===== config.mk =====
export PLATFORM = sky130hd
export DESIGN_NAME = i2c_master_bit_engine
export DESIGN_NICKNAME = d
export VERILOG_FILES = /design/src/hw/rtl/i2cmbe_pkg.sv /design/src/hw/rtl/i2cmbe_fifo.sv /design/src/hw/rtl/i2cmbe_front.sv /design/src/hw/rtl/i2cmbe_back.sv /design/src/hw/rtl/i2c_master_bit_engine.sv
export SDC_FILE = /design/constraint.sdc
export NUM_CORES = 1
export LEC_CHECK = 0
export BUFFER_PORTS_ARGS = -buffer_cell sky130_fd_sc_hd__buf_2
export CORE_ASPECT_RATIO = 1.4
export CORE_MARGIN = 4
export CORE_UTILIZATION = 24
export CTS_CLUSTER_DIAMETER = 150
export DETAILED_ROUTE_END_ITERATION = 12
export GPL_TIMING_DRIVEN = 0
export PLACE_DENSITY_LB_ADDON = 0.1
export SLEW_MARGIN = 20
export SYNTH_ARGS = -nofsm -noshare
export SYNTH_HDL_FRONTEND = slang
export SYNTH_SLANG_ARGS = --single-unit

===== constraint.sdc =====
create_clock -name i_clk -period 3.3 [get_ports i_clk]
set_input_delay 0.495 -clock i_clk [delete_from_list [all_inputs] [get_ports i_clk]]
set_output_delay 0.495 -clock i_clk [all_outputs]
set_load 0.03 [all_outputs]

===== src/hw/rtl/i2cmbe_pkg.sv =====
// Shared types and constants for the I2C master bit engine.
package i2cmbe_pkg;

    localparam int QUEUE_DEPTH = 2;
    localparam int BYTE_W      = 8;
    localparam int PHASE_W     = 5;

    typedef enum logic [2:0] {
        OP_START = 3'd0,
        OP_STOP  = 3'd1,
        OP_WRITE = 3'd2,
        OP_READ  = 3'd3,
        OP_TXACK = 3'd4,
        OP_RXACK = 3'd5
    } t_op;

    typedef struct packed {
        logic              cmd_ok;
        t_op               op;
        logic [BYTE_W-1:0] wb;
        logic              ackb;
        logic              sda;
    } t_tick;

    typedef struct packed {
        logic              scl;
        logic              sda;
        logic              busy;
        logic              done;
        logic [BYTE_W-1:0] rd;
        logic              ack;
    } t_result;

endpackage


===== src/hw/rtl/i2cmbe_fifo.sv =====
// Small register queue with push/full and pop/empty sides.
module i2cmbe_fifo #(
    parameter int W     = 8,
    parameter int DEPTH = 2
) (
    input  logic         i_clk,
    input  logic         i_rst_n,
    input  logic         i_push,
    input  logic [W-1:0] i_data,
    output logic         o_full,
    input  logic         i_pop,
    output logic [W-1:0] o_data,
    output logic         o_empty
);
    localparam int PTR_W = $clog2(DEPTH);
    localparam int CNT_W = $clog2(DEPTH + 1);

    logic [W-1:0]     r_mem [DEPTH];
    logic [PTR_W-1:0] r_wr, n_wr;
    logic [PTR_W-1:0] r_rd, n_rd;
    logic [CNT_W-1:0] r_count, n_count;
    logic             w_push_ok;
    logic             w_pop_ok;

    assign o_full    = (r_count == CNT_W'(DEPTH));
    assign o_empty   = (r_count == '0);
    assign w_push_ok = i_push && !o_full;
    assign w_pop_ok  = i_pop && !o_empty;
    assign o_data    = r_mem[r_rd];

    always_comb begin
        n_wr    = r_wr;
        n_rd    = r_rd;
        n_count = r_count;
        if (w_push_ok) begin
            n_wr = (r_wr == PTR_W'(DEPTH - 1)) ? '0 : r_wr + 1'b1;
        end
        if (w_pop_ok) begin
            n_rd = (r_rd == PTR_W'(DEPTH - 1)) ? '0 : r_rd + 1'b1;
        end
        if (w_push_ok && !w_pop_ok) begin
            n_count = r_count + 1'b1;
        end else if (!w_push_ok && w_pop_ok) begin
            n_count = r_count - 1'b1;
        end
    end

    always_ff @(posedge i_clk) begin
        if (!i_rst_n) begin
            r_wr    <= '0;
            r_rd    <= '0;
            r_count <= '0;
        end else begin
            r_wr    <= n_wr;
            r_rd    <= n_rd;
            r_count <= n_count;
        end
    end

    always_ff @(posedge i_clk) begin
        if (w_push_ok) begin
            r_mem[r_wr] <= i_data;
        end
    end

endmodule


===== src/hw/rtl/i2cmbe_front.sv =====
// Front end: accepts ticks, classifies the command and queues them.
module i2cmbe_front #(
    parameter int DEPTH = i2cmbe_pkg::QUEUE_DEPTH
) (
    input  logic                            i_clk,
    input  logic                            i_rst_n,
    input  logic                            i_push,
    output logic                            o_full,
    input  logic                            i_cmd_valid,
    input  logic [2:0]                      i_op,
    input  logic [i2cmbe_pkg::BYTE_W-1:0]   i_write_byte,
    input  logic                            i_ack_bit,
    input  logic                            i_sda_in,
    output i2cmbe_pkg::t_tick               o_tick,
    output logic                            o_tick_empty,
    input  logic                            i_tick_pop
);
    import i2cmbe_pkg::*;

    t_tick                w_tick;
    logic [$bits(t_tick)-1:0] w_tick_q;

    // Flag commands that can start; undefined ops never do.
    always_comb begin
        w_tick.cmd_ok = i_cmd_valid && (i_op <= 3'(OP_RXACK));
        w_tick.op     = t_op'(i_op);
        w_tick.wb     = i_write_byte;
        w_tick.ackb   = i_ack_bit;
        w_tick.sda    = i_sda_in;
    end

    i2cmbe_fifo #(
        .W     ($bits(t_tick)),
        .DEPTH (DEPTH)
    ) u_queue (
        .i_clk   (i_clk),
        .i_rst_n (i_rst_n),
        .i_push  (i_push),
        .i_data  (w_tick),
        .o_full  (o_full),
        .i_pop   (i_tick_pop),
        .o_data  (w_tick_q),
        .o_empty (o_tick_empty)
    );

    assign o_tick = t_tick'(w_tick_q);

endmodule


===== src/hw/rtl/i2cmbe_back.sv =====
// Back end: phase sequencer for SCL/SDA and the result queue.
module i2cmbe_back #(
    parameter int DEPTH = i2cmbe_pkg::QUEUE_DEPTH
) (
    input  logic                i_clk,
    input  logic                i_rst_n,
    input  i2cmbe_pkg::t_tick   i_tick,
    input  logic                i_tick_empty,
    output logic                o_tick_pop,
    output i2cmbe_pkg::t_result o_result,
    output logic                o_empty,
    input  logic                i_pop
);
    import i2cmbe_pkg::*;

    typedef enum logic [6:0] {
        S_IDLE  = 7'b0000001,
        S_START = 7'b0000010,
        S_STOP  = 7'b0000100,
        S_WRITE = 7'b0001000,
        S_READ  = 7'b0010000,
        S_TXACK = 7'b0100000,
        S_RXACK = 7'b1000000
    } t_state;

    function automatic t_state op_state(input t_op op);
        t_state s;
        unique case (op)
            OP_START: s = S_START;
            OP_STOP:  s = S_STOP;
            OP_WRITE: s = S_WRITE;
            OP_READ:  s = S_READ;
            OP_TXACK: s = S_TXACK;
            OP_RXACK: s = S_RXACK;
            default:  s = S_IDLE;
        endcase
        return s;
    endfunction

    function automatic logic [PHASE_W-1:0] last_phase(input t_state s);
        logic [PHASE_W-1:0] p;
        unique case (s)
            S_START: p = PHASE_W'(3);
            S_STOP:  p = PHASE_W'(2);
            S_WRITE: p = PHASE_W'(23);
            S_READ:  p = PHASE_W'(16);
            S_TXACK: p = PHASE_W'(2);
            S_RXACK: p = PHASE_W'(2);
            default: p = '0;
        endcase
        return p;
    endfunction

    t_state             r_state, n_state, w_cur_state;
    logic [PHASE_W-1:0] r_phase, n_phase, w_cur_phase;
    logic [1:0]         r_sub, n_sub, w_cur_sub;
    logic [BYTE_W-1:0]  r_tx, n_tx, w_cur_tx;
    logic [BYTE_W-1:0]  r_rx, n_rx, w_cur_rx;
    logic               r_ack, n_ack;
    logic               r_scl, n_scl;
    logic               r_sda, n_sda;
    logic               w_busy, w_done;
    logic               w_res_full;
    t_result            w_res;
    logic [$bits(t_result)-1:0] w_res_q;

    assign o_tick_pop = !i_tick_empty && !w_res_full;

    always_comb begin
        w_cur_state = r_state;
        w_cur_phase = r_phase;
        w_cur_sub   = r_sub;
        w_cur_tx    = r_tx;
        w_cur_rx    = r_rx;
        // Start a command only from idle; drop it otherwise.
        if (r_state == S_IDLE && i_tick.cmd_ok) begin
            w_cur_state = op_state(i_tick.op);
            w_cur_phase = '0;
            w_cur_sub   = '0;
            if (i_tick.op == OP_WRITE) begin
                w_cur_tx = i_tick.wb;
            end
            if (i_tick.op == OP_READ) begin
                w_cur_rx = '0;
            end
        end

        n_state = w_cur_state;
        n_phase = w_cur_phase;
        n_sub   = w_cur_sub;
        n_tx    = w_cur_tx;
        n_rx    = w_cur_rx;
        n_ack   = r_ack;
        n_scl   = r_scl;
        n_sda   = r_sda;
        w_busy  = 1'b0;
        w_done  = 1'b0;

        unique case (w_cur_state)
            S_IDLE: begin
            end
            S_START: begin
                unique case (w_cur_phase[1:0])
                    2'd0:    n_sda = 1'b1;
                    2'd1:    n_scl = 1'b1;
                    2'd2:    n_sda = 1'b0;
                    default: n_scl = 1'b0;
                endcase
            end
            S_STOP: begin
                priority if (w_cur_phase == '0) begin
                    n_sda = 1'b0;
                end else if (w_cur_phase == PHASE_W'(1)) begin
                    n_scl = 1'b1;
                end else begin
                    n_sda = 1'b1;
                end
            end
            S_WRITE: begin
                // Data, clock high, clock low per bit; shift out MSB first.
                priority if (w_cur_sub == 2'd0) begin
                    n_sda = w_cur_tx[BYTE_W-1];
                    n_tx  = {w_cur_tx[BYTE_W-2:0], 1'b0};
                end else if (w_cur_sub == 2'd1) begin
                    n_scl = 1'b1;
                end else begin
                    n_scl = 1'b0;
                end
                n_sub = (w_cur_sub == 2'd2) ? 2'd0 : w_cur_sub + 2'd1;
            end
            S_READ: begin
                priority if (w_cur_phase == '0) begin
                    n_sda = 1'b1;
                end else if (w_cur_phase[0]) begin
                    n_scl = 1'b1;
                    n_rx  = {w_cur_rx[BYTE_W-2:0], i_tick.sda};
                end else begin
                    n_scl = 1'b0;
                end
            end
            S_TXACK: begin
                priority if (w_cur_phase == '0) begin
                    n_sda = i_tick.ackb;
                end else if (w_cur_phase == PHASE_W'(1)) begin
                    n_scl = 1'b1;
                end else begin
                    n_scl = 1'b0;
                end
            end
            S_RXACK: begin
                priority if (w_cur_phase == '0) begin
                    n_sda = 1'b1;
                end else if (w_cur_phase == PHASE_W'(1)) begin
                    n_scl = 1'b1;
                    n_ack = i_tick.sda;
                end else begin
                    n_scl = 1'b0;
                end
            end
            default: begin
                n_state = S_IDLE;
            end
        endcase

        if (w_cur_state != S_IDLE) begin
            w_busy = 1'b1;
            if (w_cur_phase == last_phase(w_cur_state)) begin
                w_done  = 1'b1;
                n_state = S_IDLE;
                n_phase = '0;
            end else begin
                n_phase = w_cur_phase + 1'b1;
            end
        end

        w_res.scl  = n_scl;
        w_res.sda  = n_sda;
        w_res.busy = w_busy;
        w_res.done = w_done;
        w_res.rd   = n_rx;
        w_res.ack  = n_ack;
    end

    always_ff @(posedge i_clk) begin
        if (!i_rst_n) begin
            r_state <= S_IDLE;
            r_phase <= '0;
            r_sub   <= '0;
            r_tx    <= '0;
            r_rx    <= '0;
            r_ack   <= 1'b1;
            r_scl   <= 1'b1;
            r_sda   <= 1'b1;
        end else if (o_tick_pop) begin
            r_state <= n_state;
            r_phase <= n_phase;
            r_sub   <= n_sub;
            r_tx    <= n_tx;
            r_rx    <= n_rx;
            r_ack   <= n_ack;
            r_scl   <= n_scl;
            r_sda   <= n_sda;
        end
    end

    i2cmbe_fifo #(
        .W     ($bits(t_result)),
        .DEPTH (DEPTH)
    ) u_res_queue (
        .i_clk   (i_clk),
        .i_rst_n (i_rst_n),
        .i_push  (o_tick_pop),
        .i_data  (w_res),
        .o_full  (w_res_full),
        .i_pop   (i_pop),
        .o_data  (w_res_q),
        .o_empty (o_empty)
    );

    assign o_result = t_result'(w_res_q);

endmodule


===== src/hw/rtl/i2c_master_bit_engine.sv =====
// I2C master bit engine: tick-driven SCL/SDA sequencer, top level.
//
// Usage: each transaction on the input side (push while full is low) is
// one tick: an optional command (i_cmd_valid, i_op, i_write_byte, i_ack_bit)
// and the SDA level seen during that tick (i_sda_in). Every tick yields
// exactly one result on the output side, read while empty is low and
// taken with pop: the SCL/SDA levels after the tick, busy and done flags,
// the byte assembled so far and the last received ack bit.
// A command starts only when the engine is idle and applies its first
// phase on the tick that carries it; commands on busy ticks are dropped.
// A tick is held in the input queue, and its result in the result queue.
// Throughput: one tick per clock while the result queue has room; the
// sequencer applies one phase per tick that it takes from the input queue.
// Input and result queues are P_QUEUE_DEPTH entries each; when the result
// side stops popping, the result queue fills, the sequencer holds, and
// full rises once the input queue is full as well.
// Reset (synchronous, active low) empties both queues, returns the
// sequencer to idle and releases both lines high, ack bit high.
module i2c_master_bit_engine #(
    parameter int P_QUEUE_DEPTH = i2cmbe_pkg::QUEUE_DEPTH
) (
    input  logic                          i_clk,
    input  logic                          i_rst_n,
    input  logic                          push,
    output logic                          full,
    input  logic                          i_cmd_valid,
    input  logic [2:0]                    i_op,
    input  logic [i2cmbe_pkg::BYTE_W-1:0] i_write_byte,
    input  logic                          i_ack_bit,
    input  logic                          i_sda_in,
    output logic                          empty,
    input  logic                          pop,
    output logic                          o_scl,
    output logic                          o_sda_out,
    output logic                          o_busy_res,
    output logic                          o_done_res,
    output logic [i2cmbe_pkg::BYTE_W-1:0] o_read_byte,
    output logic                          o_ack_received
);
    import i2cmbe_pkg::*;

    t_tick   w_tick;
    logic    w_tick_empty;
    logic    w_tick_pop;
    t_result w_result;

    i2cmbe_front #(
        .DEPTH (P_QUEUE_DEPTH)
    ) u_front (
        .i_clk        (i_clk),
        .i_rst_n      (i_rst_n),
        .i_push       (push),
        .o_full       (full),
        .i_cmd_valid  (i_cmd_valid),
        .i_op         (i_op),
        .i_write_byte (i_write_byte),
        .i_ack_bit    (i_ack_bit),
        .i_sda_in     (i_sda_in),
        .o_tick       (w_tick),
        .o_tick_empty (w_tick_empty),
        .i_tick_pop   (w_tick_pop)
    );

    i2cmbe_back #(
        .DEPTH (P_QUEUE_DEPTH)
    ) u_back (
        .i_clk        (i_clk),
        .i_rst_n      (i_rst_n),
        .i_tick       (w_tick),
        .i_tick_empty (w_tick_empty),
        .o_tick_pop   (w_tick_pop),
        .o_result     (w_result),
        .o_empty      (empty),
        .i_pop        (pop)
    );

    assign o_scl          = w_result.scl;
    assign o_sda_out      = w_result.sda;
    assign o_busy_res     = w_result.busy;
    assign o_done_res     = w_result.done;
    assign o_read_byte    = w_result.rd;
    assign o_ack_received = w_result.ack;

    a_reset_clears: assert property (@(posedge i_clk)
        !i_rst_n |=> (empty && !full))
        else $error("queues not empty after reset");

    a_pop_has_tick: assert property (@(posedge i_clk) disable iff (!i_rst_n)
        w_tick_pop |-> !w_tick_empty)
        else $error("sequencer took a tick from an empty queue");

    a_done_is_busy: assert property (@(posedge i_clk) disable iff (!i_rst_n)
        (!empty && o_done_res) |-> o_busy_res)
        else $error("done result without busy");

    a_empty_queue_no_result: assert property (@(posedge i_clk) disable iff (!i_rst_n)
        (w_tick_empty && !pop && empty) |=> empty)
        else $error("result appeared without a tick");

endmodule

; ---- Word-level counts from Yosys, hierarchy flattened
; Memories as Yosys holds them, arrays and structs flattened. A register that Yosys moved wholly into a read port is not among the register bits.
; Cells that the tools add are included.
[totals]
elab_cells = 142
out_inout_bits = 15
mem_bits_rw = 54
regBits = 41
n_memories = 2
inputBits = 18
[op_classes]
eq_ne = 22
n_lt_le_gt_ge = 1
n_mux = 61
n_reduce_logical = 32
n_addsub = 10
[memory_table]
columns = name, depth, word_bits, rd, rd_clocked_by_memory_dff, wr, line_no
row1 = u_front.u_queue.r_mem, 2, 14, 1, 1, 1, i2cmbe_fifo.sv:18  ; logic [W-1:0] r_mem [DEPTH];
row2 = u_back.u_res_queue.r_mem, 2, 13, 1, 1, 1, i2cmbe_fifo.sv:18
[op_table]
columns = cell, n
row1 = $mux W8, 9
row2 = $pmux W7 S6, 1
row3 = $mux W1, 31
row4 = $mux W7, 4
row5 = $mux W5, 4
row6 = $pmux W5 S4, 1
row7 = $eq A7 B1 Y1 const B, 2
row8 = $mux W2, 7
row9 = $logic_and A1 B1 Y1, 11
row10 = $pmux W1 S5, 2
row11 = $eq A2 B2 Y1 const B, 4
row12 = $logic_not A1 Y1, 8
row13 = $logic_not A2 Y1, 4
row14 = $eq A7 B2 Y1 const B, 1
row15 = $eq A7 B3 Y1 const B, 1
row16 = $eq A7 B4 Y1 const B, 1
row17 = $eq A7 B5 Y1 const B, 1
row18 = $eq A7 B6 Y1 const B, 1
row19 = $eq A7 B7 Y1 const B, 1
row20 = $ne A7 B1 Y1 const B, 1
row21 = $reduce_or A7 Y1, 1
row22 = $add A2 B1 Y2 const B, 3
row23 = $eq A3 B2 Y1 const B, 2
row24 = $eq A3 B3 Y1 const B, 2
row25 = 14 further kinds, 23

; ---- Logic depth before layout (Yosys ltp)
; Gate-level depths: netlist (run 1).
[depth]
word_depth = 10
mapped_depth = 12
mapped_depth_nobuf = 10

; ---- Cells and area by module
; Synthesis (run 1) repeated with hierarchy kept, for this count alone.
[hier_totals]
hier_cells = 449
hier_area_um2 = 4848.4
[by_module_without_submodules]
columns = mod, cells_per_inst, seq_area_each_um2, n_inst, area_per_inst_um2
row1 = i2cmbe_back, 315, 660.6, 1, 2433.6
row2 = i2cmbe_fifo at u_front.u_queue, 68, 940.9, 1, 1237.4
row3 = i2cmbe_fifo at u_back.u_res_queue, 65, 880.8, 1, 1166.1
row4 = i2cmbe_front, 1, 0.0, 1, 11.3

; ---- Least setup slack after synthesis (run 1)
; No wires, ideal clock.
[synth_timing]
path_type = register to register
startpoint = register u_back.r_state[1]
endpoint = register u_back.r_phase[1]
n_path_buf = 1
required_ns = 3.183
setup_ns = 0.117
slack_ns = 0.238
stages_incl_launch_ff = 11
arrival_ns = 2.944
synth_period_minus_slack_ns = 3.062
cell_sequence = dfxtp_1 > or4b_4 > or3_1 > buf_2 > o21ai_4 > nand4_1 > or4_1 > nand3_1 > o211a_4 > nor2_1 > a32o_1
[synth_via]
elab_chain_cells = 10
[synth_rtl]
columns = element, line_no
row1 = "start, declared", i2cmbe_back.sv:54  ; t_state r_state, n_state, w_cur_state;
row2 = "start signal, assigned", i2cmbe_back.sv:195  ; r_state <= n_state;
row3 = $eq A7 B1 Y1, i2cmbe_back.sv:76  ; if (r_state == S_IDLE && i_tick.cmd_ok) begin
row4 = $logic_and A1 B1 Y1, i2cmbe_back.sv:76
row5 = $mux W7, i2cmbe_back.sv:76
row6 = $eq A7 B3 Y1 (tied with other cells), i2cmbe_back.sv:42  ; unique case (s)
row7 = $reduce_or A3 Y1 (no line), --
row8 = $pmux W5 S4, i2cmbe_back.sv:42
row9 = $mux W5, i2cmbe_back.sv:165  ; if (w_cur_state != S_IDLE) begin
row10 = $eq A5 B5 Y1, i2cmbe_back.sv:167  ; if (w_cur_phase == last_phase(w_cur_state)) begin
row11 = $mux W5, i2cmbe_back.sv:167
row12 = $mux W5 *, i2cmbe_back.sv:165
row13 = "end signal, assigned", i2cmbe_back.sv:196  ; r_phase <= n_phase;
row14 = "end, declared", i2cmbe_back.sv:55  ; logic [PHASE_W-1:0] r_phase, n_phase, w_cur_phase;
; Mark *: on every way between the ends. The rest lies on a longest branch, timed or not. The select of a mux whose other input is x is not followed.
; A chain may end at the register's enable or synchronous reset.

; ---- Worst setup path after layout (run 1)
[layout_timing]
startpoint = register u_back.r_state[3]
endpoint = memory u_back.u_res_queue.r_mem[0][11] (netlist name) (data pin)
[layout_via]
elab_chain_cells = 7
[layout_rtl]
columns = element, line_no
row1 = $eq A7 B1 Y1, i2cmbe_back.sv:76
row2 = $logic_and A1 B1 Y1, i2cmbe_back.sv:76
row3 = $mux W5, i2cmbe_back.sv:76
row4 = $eq A5 B1 Y1, i2cmbe_back.sv:113  ; end else if (w_cur_phase == PHASE_W'(1)) begin
row5 = $mux W1, i2cmbe_back.sv:113
row6 = $mux W1, i2cmbe_back.sv:111  ; priority if (w_cur_phase == '0) begin
row7 = $pmux W1 S5 *, i2cmbe_back.sv:99  ; unique case (w_cur_state)
row8 = named net u_back.n_sda, i2cmbe_back.sv:61  ; logic r_sda, n_sda;
row9 = "end, declared", i2cmbe_fifo.sv:18
; The timed path passes the listed nets; every way through them passes the cells marked *.

==> metrics.yaml, run 1 <==
yosys:
  syn_avg_cell_area_um2: 10.7
  synth_area_um2: 4660
  synthDistinctLibCells: 61
  net_count_synth: 457
  synth.yosys.seq_area_share_pct: 53.3
  postSynth.topFlopCell: "edfxtp_1"
  ys_seq_elements: 97
  yosysWarnings: 0
  ys_async_sr_fraction_pct: 0
  synth_enable_flop_cells: 54
  synthCells: 434
detailed_routing:
  drt-vias-per-instance: 4.61
  drtIter0Drc: 139
  route.detailed.drc: 0
  routed-via-count: 3410
  avgRoutedWirePerCell_um: 15.5
  drt_pass1_iterations: 4
  finalWirelength_mm: 11.5
  route.antenna.remaining_nets: 0
critical_path:
  ff_to_ff_setup_slack_ns: 0.11
  cp_max_fo: 6
  crit_path_start_kind: "flip-flop"
  r2r_cells: 10
  worst-path-buf-inv: 1
  path_common_cell: "nand2_1"
  critical_path.top_delay_family: "simple AND/OR/NAND/NOR gates"
  timing.rr.start: "u_back.r_state[3]$_SDFFE_PN0P_"
  reg2reg_to: "u_back.u_res_queue.r_mem[0][11]$_DFFE_PP_"
  path_class: "reg -> reg"
  cp_slowest_stage_delay_ns: 0.58
  required_ns: 3.36
  cp.arrival_ns: 3.25
  end_kind: "flip-flop"
  cpMaxStageDelayCell: "or4b_4"
  cp_cell_sequence: "or4b_4 -> or3_1 -> buf_4 -> nand2_1 -> ha_1 -> nand2_1 -> o21ai_0 -> a32oi_1 -> a222oi_1 -> nand2_1"
layout:
  layout_area_growth_over_synthesis_pct: 20.8
  postLayoutCoreUtil_pct: 29.4
  final_net_count: 510
  antennaDiodeCount: 0
  final_layout_size_suffix_gt1_share_pct: 21.7
  layout.filler_cells: 1971
  layout.cells.most_common: "edfxtp_1"
  layout_common_cells: "54 x edfxtp_1, 52 x nand2_1, 40 x dfxtp_1"
clock_network:
  htree_num_levels: 3
  clock-root-buffer: "clkbuf_16"
  tritoncts: "yes"
  cts-root-to-sink-buffers: 2
  clk-insertion-delay-late_ns: 0.35
  cts_buffers: 9
  worst_setup_hold_path_clk_slew_ns: 0.08
  cts.sinks: 97
global_routing:
  grt_usage_pct: 10.8
  grt_start_max_net_pins: 21
  grt_pass1_wl_mm: 18.9
  grt-ovfl-total: 0
  number_of_global_route_vias_before_repair: 3485
  grt_antenna_before_repair: 0
placed_design:
  detailedPlace.worstSlack_ns: -0.387
  port-buffer-count: 32
  gpl.final_weighted_congestion: 0.824
  place_hpwl_mm: 8.42
timing:
  rsz0062_at_grt: "yes"
  worst_hold_slack_ns: 0.327
  slew-limit-headroom_pct: 45.8
  finalHoldViolCount: 0
  post-route-min-period_ns: 3.19
  drv_slew: 0
  finClkSkew_ns: 0.0153
  layout_setup_ws_ns: 0.109
  maxClockFrequency_mhz: 313
  setup_violations: 0
  min_period_over_period_pct: 96.7
  timing_worst_slew_pin_value_ns: 0.812
pwr:
  cellPowerDensity_nw_per_um2: 853
  irDropWorstVdd_mv: 0.228
  leakage_nw: 2.05
floorplan:
  core.rowCount: 60
  floorplan.initialDensity_pct: 24.3
  io_pins: 33
  die_width_um: 126
  core_region_area_um2: 19100
  dieArea_um2: 21700
  die_height_um: 173
min_path:
  source_of_the_worst_hold_timing_path: "i_write_byte[2]"
  min_delay_path_depth: 1
  holdCritPathClass: "in -> reg"
  hold-path-endpoint: "u_front.u_queue.r_mem[1][4]$_DFFE_PP_"
flow_run:
  timing.max_cap.violations: 0
outcome:
  outcome: "complete, no violations"
sequential cells by signal (all words and copies together), names as in the netlist, 2 cells and up, named ones only:
| name | cells |
|---|---|
| u_back.r_phase | 5 |
| u_back.r_rx | 8 |
| u_back.r_state | 7 |
| u_back.r_sub | 2 |
| u_back.r_tx | 8 |
| u_back.u_res_queue.r_count | 2 |
| u_back.u_res_queue.r_mem | 26 |
| u_front.u_queue.r_count | 2 |
| u_front.u_queue.r_mem | 28 |
logic make-up (layout without fill, tap and decap cells):
| logic type | Yosys count | count (layout) | share of synthesized area, % |
|---|---|---|---|
| simple gates | 167 | 167 | 18.6 |
| flops | 97 | 97 | 53.3 |
| compound gates | 82 | 82 | 12.4 |
| mux | 44 | 44 | 9.94 |
| buf+inv | 28 | 86 | 2.28 |
| xor+xnor | 11 | 11 | 2.07 |
| fa+ha+maj | 5 | 5 | 1.34 |
layer usage:
layer / vias to the layer above / wire [um] / track usage, %
met5: - / 0 / 0
met2: 66 / 5930 / 18.9
met1: 1620 / 4900 / 13.2
li1: 1707 / - / -
met3: 17 / 377 / 1.82
met4: 0 / 249 / 4.43
what timing repair did:
| action | in CTS | in global routing |
|---|---|---|
| buffers inserted | 5 | 6 |
| endpoints found under the setup margin | 48 | 48 |
| hold buffers | 0 | 0 |
| gates cloned | 0 | 0 |
| pin swaps | 6 | 11 |
| gates resized for setup | 12 | 8 |
synth_stat cells (3+ instances only):
library cell / instances / area, um^2
or3_1: 6 / 37.5
nand2_1: 52 / 195
clkbuf_1: 16 / 60.1
mux2_2: 18 / 203
nand2b_1: 3 / 18.8
xnor2_1: 6 / 52.6
dfxtp_1: 43 / 861
nor3_1: 8 / 40.0
a211oi_1: 4 / 30.0
buf_1: 3 / 11.3
o31ai_1: 4 / 30.0
nand4_1: 4 / 25.0
ha_1: 5 / 62.6
and3_1: 3 / 18.8
inv_1: 8 / 30.0
edfxtp_1: 54 / 1620
mux2i_1: 26 / 260
a22o_1: 4 / 35.0
nand3_1: 8 / 40.0
nor3b_1: 10 / 75.1
a21boi_0: 11 / 82.6
nor2b_1: 7 / 43.8
nor2_1: 38 / 143
and2_1: 10 / 62.6
a21oi_1: 12 / 60.1
xor2_1: 5 / 43.8
o21ai_0: 22 / 110
metrics by stage:
stage	cells	area (um^2)	TNS (ns)	total power, mW
6_report	740	5630	0	4.80
5_1_grt	740	5630	-0.178	5.13
4_1_cts	735	5560	0	4.84
3_5_place_dp	715	5150	-7.87	3.58
3_3_place_gp	714	5130	-11.55	3.55
2_1_floorplan	434	4660	0	3.05
power by group:
part           internal, mW  leakage [nW]  total (mW)  switching, mW
Combinational         0.712          1.03        1.94           1.22
Clock                 0.620         0.162        1.15          0.531
Sequential             1.59         0.851        1.71          0.119
Total                  2.92          2.05        4.80           1.87
layout make-up:
class / instances / area [um^2] / share of cell area, %
clock inverter: 7 / 110 / 1.96
timing repair buffer: 44 / 250 / 4.45
tap: 248 / 310 / 5.51
clock buffer: 9 / 225 / 4.00
multi-input combinational: 309 / 2140 / 38.1
sequential: 97 / 2490 / 44.2
inverter: 8 / 30.0 / 0.534
buffer: 18 / 72.6 / 1.29
worst max-delay path by stage:
stage	cells after the start	startpoint	end
2_1_floorplan	10	u_back.r_state[1]$_SDFFE_PN0P_	u_back.r_phase[1]$_SDFFE_PN0P_
3_3_place_gp	9	u_back.r_state[0]$_SDFFE_PN1P_	u_back.r_phase[1]$_SDFFE_PN0P_
3_5_place_dp	9	u_back.r_state[0]$_SDFFE_PN1P_	u_back.r_phase[1]$_SDFFE_PN0P_
4_1_cts	12	flip-flop	u_back.r_ack$_SDFFE_PN1P_
5_1_grt	11	flip-flop	u_back.r_ack$_SDFFE_PN1P_
6_report	10	u_back.r_state[3]$_SDFFE_PN0P_	u_back.u_res_queue.r_mem[0][11]$_DFFE_PP_
Power figures use the tool's default switching activity.
==> run 2: changes to the inputs <==
--- a/config.mk
+++ b/config.mk
@@ -12,7 +12,9 @@
 export CTS_CLUSTER_DIAMETER = 150
 export DETAILED_ROUTE_END_ITERATION = 12
 export GPL_TIMING_DRIVEN = 0
+export MAX_ROUTING_LAYER = met4
 export PLACE_DENSITY_LB_ADDON = 0.1
+export RECOVER_POWER = 50
 export SLEW_MARGIN = 20
 export SYNTH_ARGS = -nofsm -noshare
 export SYNTH_HDL_FRONTEND = slang
==> run 2 against run 1 <==
Net effect: the run now ends with setup timing left; register-to-register slack worse by 0.11 ns; clock skew down 0.0032 ns; critical path type unchanged; critical path depth unchanged; non-clock buffer count down 2; highest routed layer unchanged; sequential share of layout area down 0.093 points; worst hold slack worse by 0.0012 ns; via count unchanged; first-iteration DRC count down 5.0%; cell area up 0.31%; core utilization up 0.091 points; global-route usage up 0.17 points; cell count down 0.27%.
==> metrics.yaml, run 2 (same netlist as run 1, synthesis figures left out) <==
outcome:
  outcome: "finished with violations"
  failing_checks: "setup timing"
clock_network:
  worst_setup_hold_path_clk_slew_ns: 0.08
  cts.sinks: 97
  cts-root-to-sink-buffers: 2
  clk-insertion-delay-late_ns: 0.36
  htree_num_levels: 3
  tritoncts: "yes"
  clock-root-buffer: "clkbuf_16"
  cts_buffers: 9
timing:
  finalHoldViolCount: 0
  setup_violations: 1
  min_period_over_period_pct: 100
  setup_total_negative_slack_ns: -0.00318
  layout_setup_ws_ns: -0.00318
  slew-limit-headroom_pct: 11.5
  post-route-min-period_ns: 3.30
  rsz0062_at_grt: "yes"
  drv_slew: 0
  timing_worst_slew_pin_value_ns: 1.32
  maxClockFrequency_mhz: 303
  finClkSkew_ns: 0.0121
critical_path:
  end_kind: "flip-flop"
  crit_path_start_kind: "flip-flop"
  required_ns: 3.60
  cp.arrival_ns: 3.60
  cp_max_fo: 7
  path_class: "reg -> reg"
layout:
  post_layout_nonfiller_instances: 738
  layout.cell_area.non_filler_um2: 5640
  antennaDiodeCount: 0
  layout_common_cells: "54 x edfxtp_1, 51 x nand2_1, 40 x dfxtp_1"
  final_net_count: 508
  largest_register_ff_count: 28
  registers.top_by_ff_count: "u_front.u_queue.r_mem"
  reg.largest.list: "u_front.u_queue.r_mem (28), u_back.u_res_queue.r_mem (26)"
  final_layout_size_suffix_gt1_share_pct: 19.4
  layout_area_growth_over_synthesis_pct: 21.2
  layout.cells.most_common: "edfxtp_1"
  postLayoutCoreUtil_pct: 29.5
pwr:
  cellPowerDensity_nw_per_um2: 854
  leakage_nw: 2.01
  irDropWorstVdd_mv: 0.233
  power_mw: 4.82
detailed_routing:
  avgRoutedWirePerCell_um: 15.7
  route.antenna.remaining_nets: 0
  drtIter0Drc: 132
  route.detailed.drc: 0
  drt_pass1_iterations: 5
  finalWirelength_mm: 11.6
  routed-via-count: 3410
  drt-vias-per-instance: 4.62
placed_design:
  placed_area_um2: 5140
  post-place-cells: 714
  place_hpwl_mm: 8.51
  port-buffer-count: 32
  gpl.final_weighted_congestion: 0.825
floorplan:
  dieArea_um2: 21700
  die_height_um: 173
  core_region_area_um2: 19100
  floorplan.initialDensity_pct: 24.3
  io_pins: 33
  core.rowCount: 60
  die_width_um: 126
global_routing:
  grt_start_max_net_pins: 23
  grt_pass1_wl_mm: 18.4
  grt_usage_pct: 11.0
  number_of_global_route_vias_before_repair: 3369
  grt-ovfl-total: 0
  grt_antenna_before_repair: 0
flow_run:
  timing.max_cap.violations: 0
min_path:
  holdCritPathClass: "in -> reg"
==> run 2: cell types whose count changed in the layout (fill, tap and decap cells not counted), sizes merged <==
cell	delta
inv	+1
clkbuf	+12
buf	-14
bufinv	-1
==> run 2: final timing paths <==
check | from | endpoint | slack (ns) | cells after the start
max | u_back.r_state[2]$_SDFFE_PN0P_ | u_back.r_phase[3]$_SDFFE_PN0P_ | -0.003 | 10
min | i_write_byte[2] | u_front.u_queue.r_mem[1][4]$_DFFE_PP_ | 0.33 | 1
max reg2reg | u_back.r_state[2]$_SDFFE_PN0P_ | u_back.r_phase[3]$_SDFFE_PN0P_ | -0.003 | 10
min reg2reg | u_back.r_ack$_SDFFE_PN1P_ | u_back.r_ack$_SDFFE_PN1P_ | 0.47 | 2
==> run 2: per-layer routing <==
metal	global-route usage, %	up-vias	share of wire (%)
met5	-	-	0
met4	4.25	0	2.4
met3	2.13	17	2.5
met2	19.0	56	52
met1	12.6	1641	43
li1	-	1696	-
==> run 2: metrics by stage <==
stage / hold slack, ns / worst slack [ns]
final: 0.325 / -0.00318
after global placement: 0.447 / -0.652
after floorplan: 0.437 / 0.238
after global routing: 0.312 / -0.0811
after CTS: 0.312 / -0.00733
after detailed placement: 0.457 / -0.410
==> run 2: timing repair <==
action                                  CTS  global route
pin swaps                                 6            13
hold endpoints to repair                  0             0
buffers inserted                          5             5
endpoints found under the setup margin   51            34
hold buffers                              0             0
gates resized for setup                  12            22
==> run 2: area by class of cell <==
type,instances,area [um^2]
clock inverters,7,101
clock buffers,9,225
fillers,1997,13500
flip-flops and latches,97,2490
plain buffers,18,80.1
well taps,248,310
inverters,8,30.0
repair buffers,42,220
multi-input cells,309,2190
==> run 2: power by group <==
| group | switching [mW] | leakage [nW] | total (mW) | internal (mW) |
|---|---|---|---|---|
| clock network | 0.559 | 0.156 | 1.11 | 0.556 |
| registers | 0.120 | 0.852 | 1.71 | 1.59 |
| logic | 1.26 | 0.998 | 1.99 | 0.734 |
| total | 1.93 | 2.01 | 4.82 | 2.88 |
==> run 2: critical path, stage by stage (launching register included) <==
cell     delay, ns
dfxtp_4       0.36
or4b_4        0.58
or3_4         0.36
buf_8         0.15
o21ai_4       0.22
nand4_4       0.21
o22ai_4       0.31
mux2i_2       0.16
o211a_4       0.31
or4b_1        0.50
nand3_1       0.10
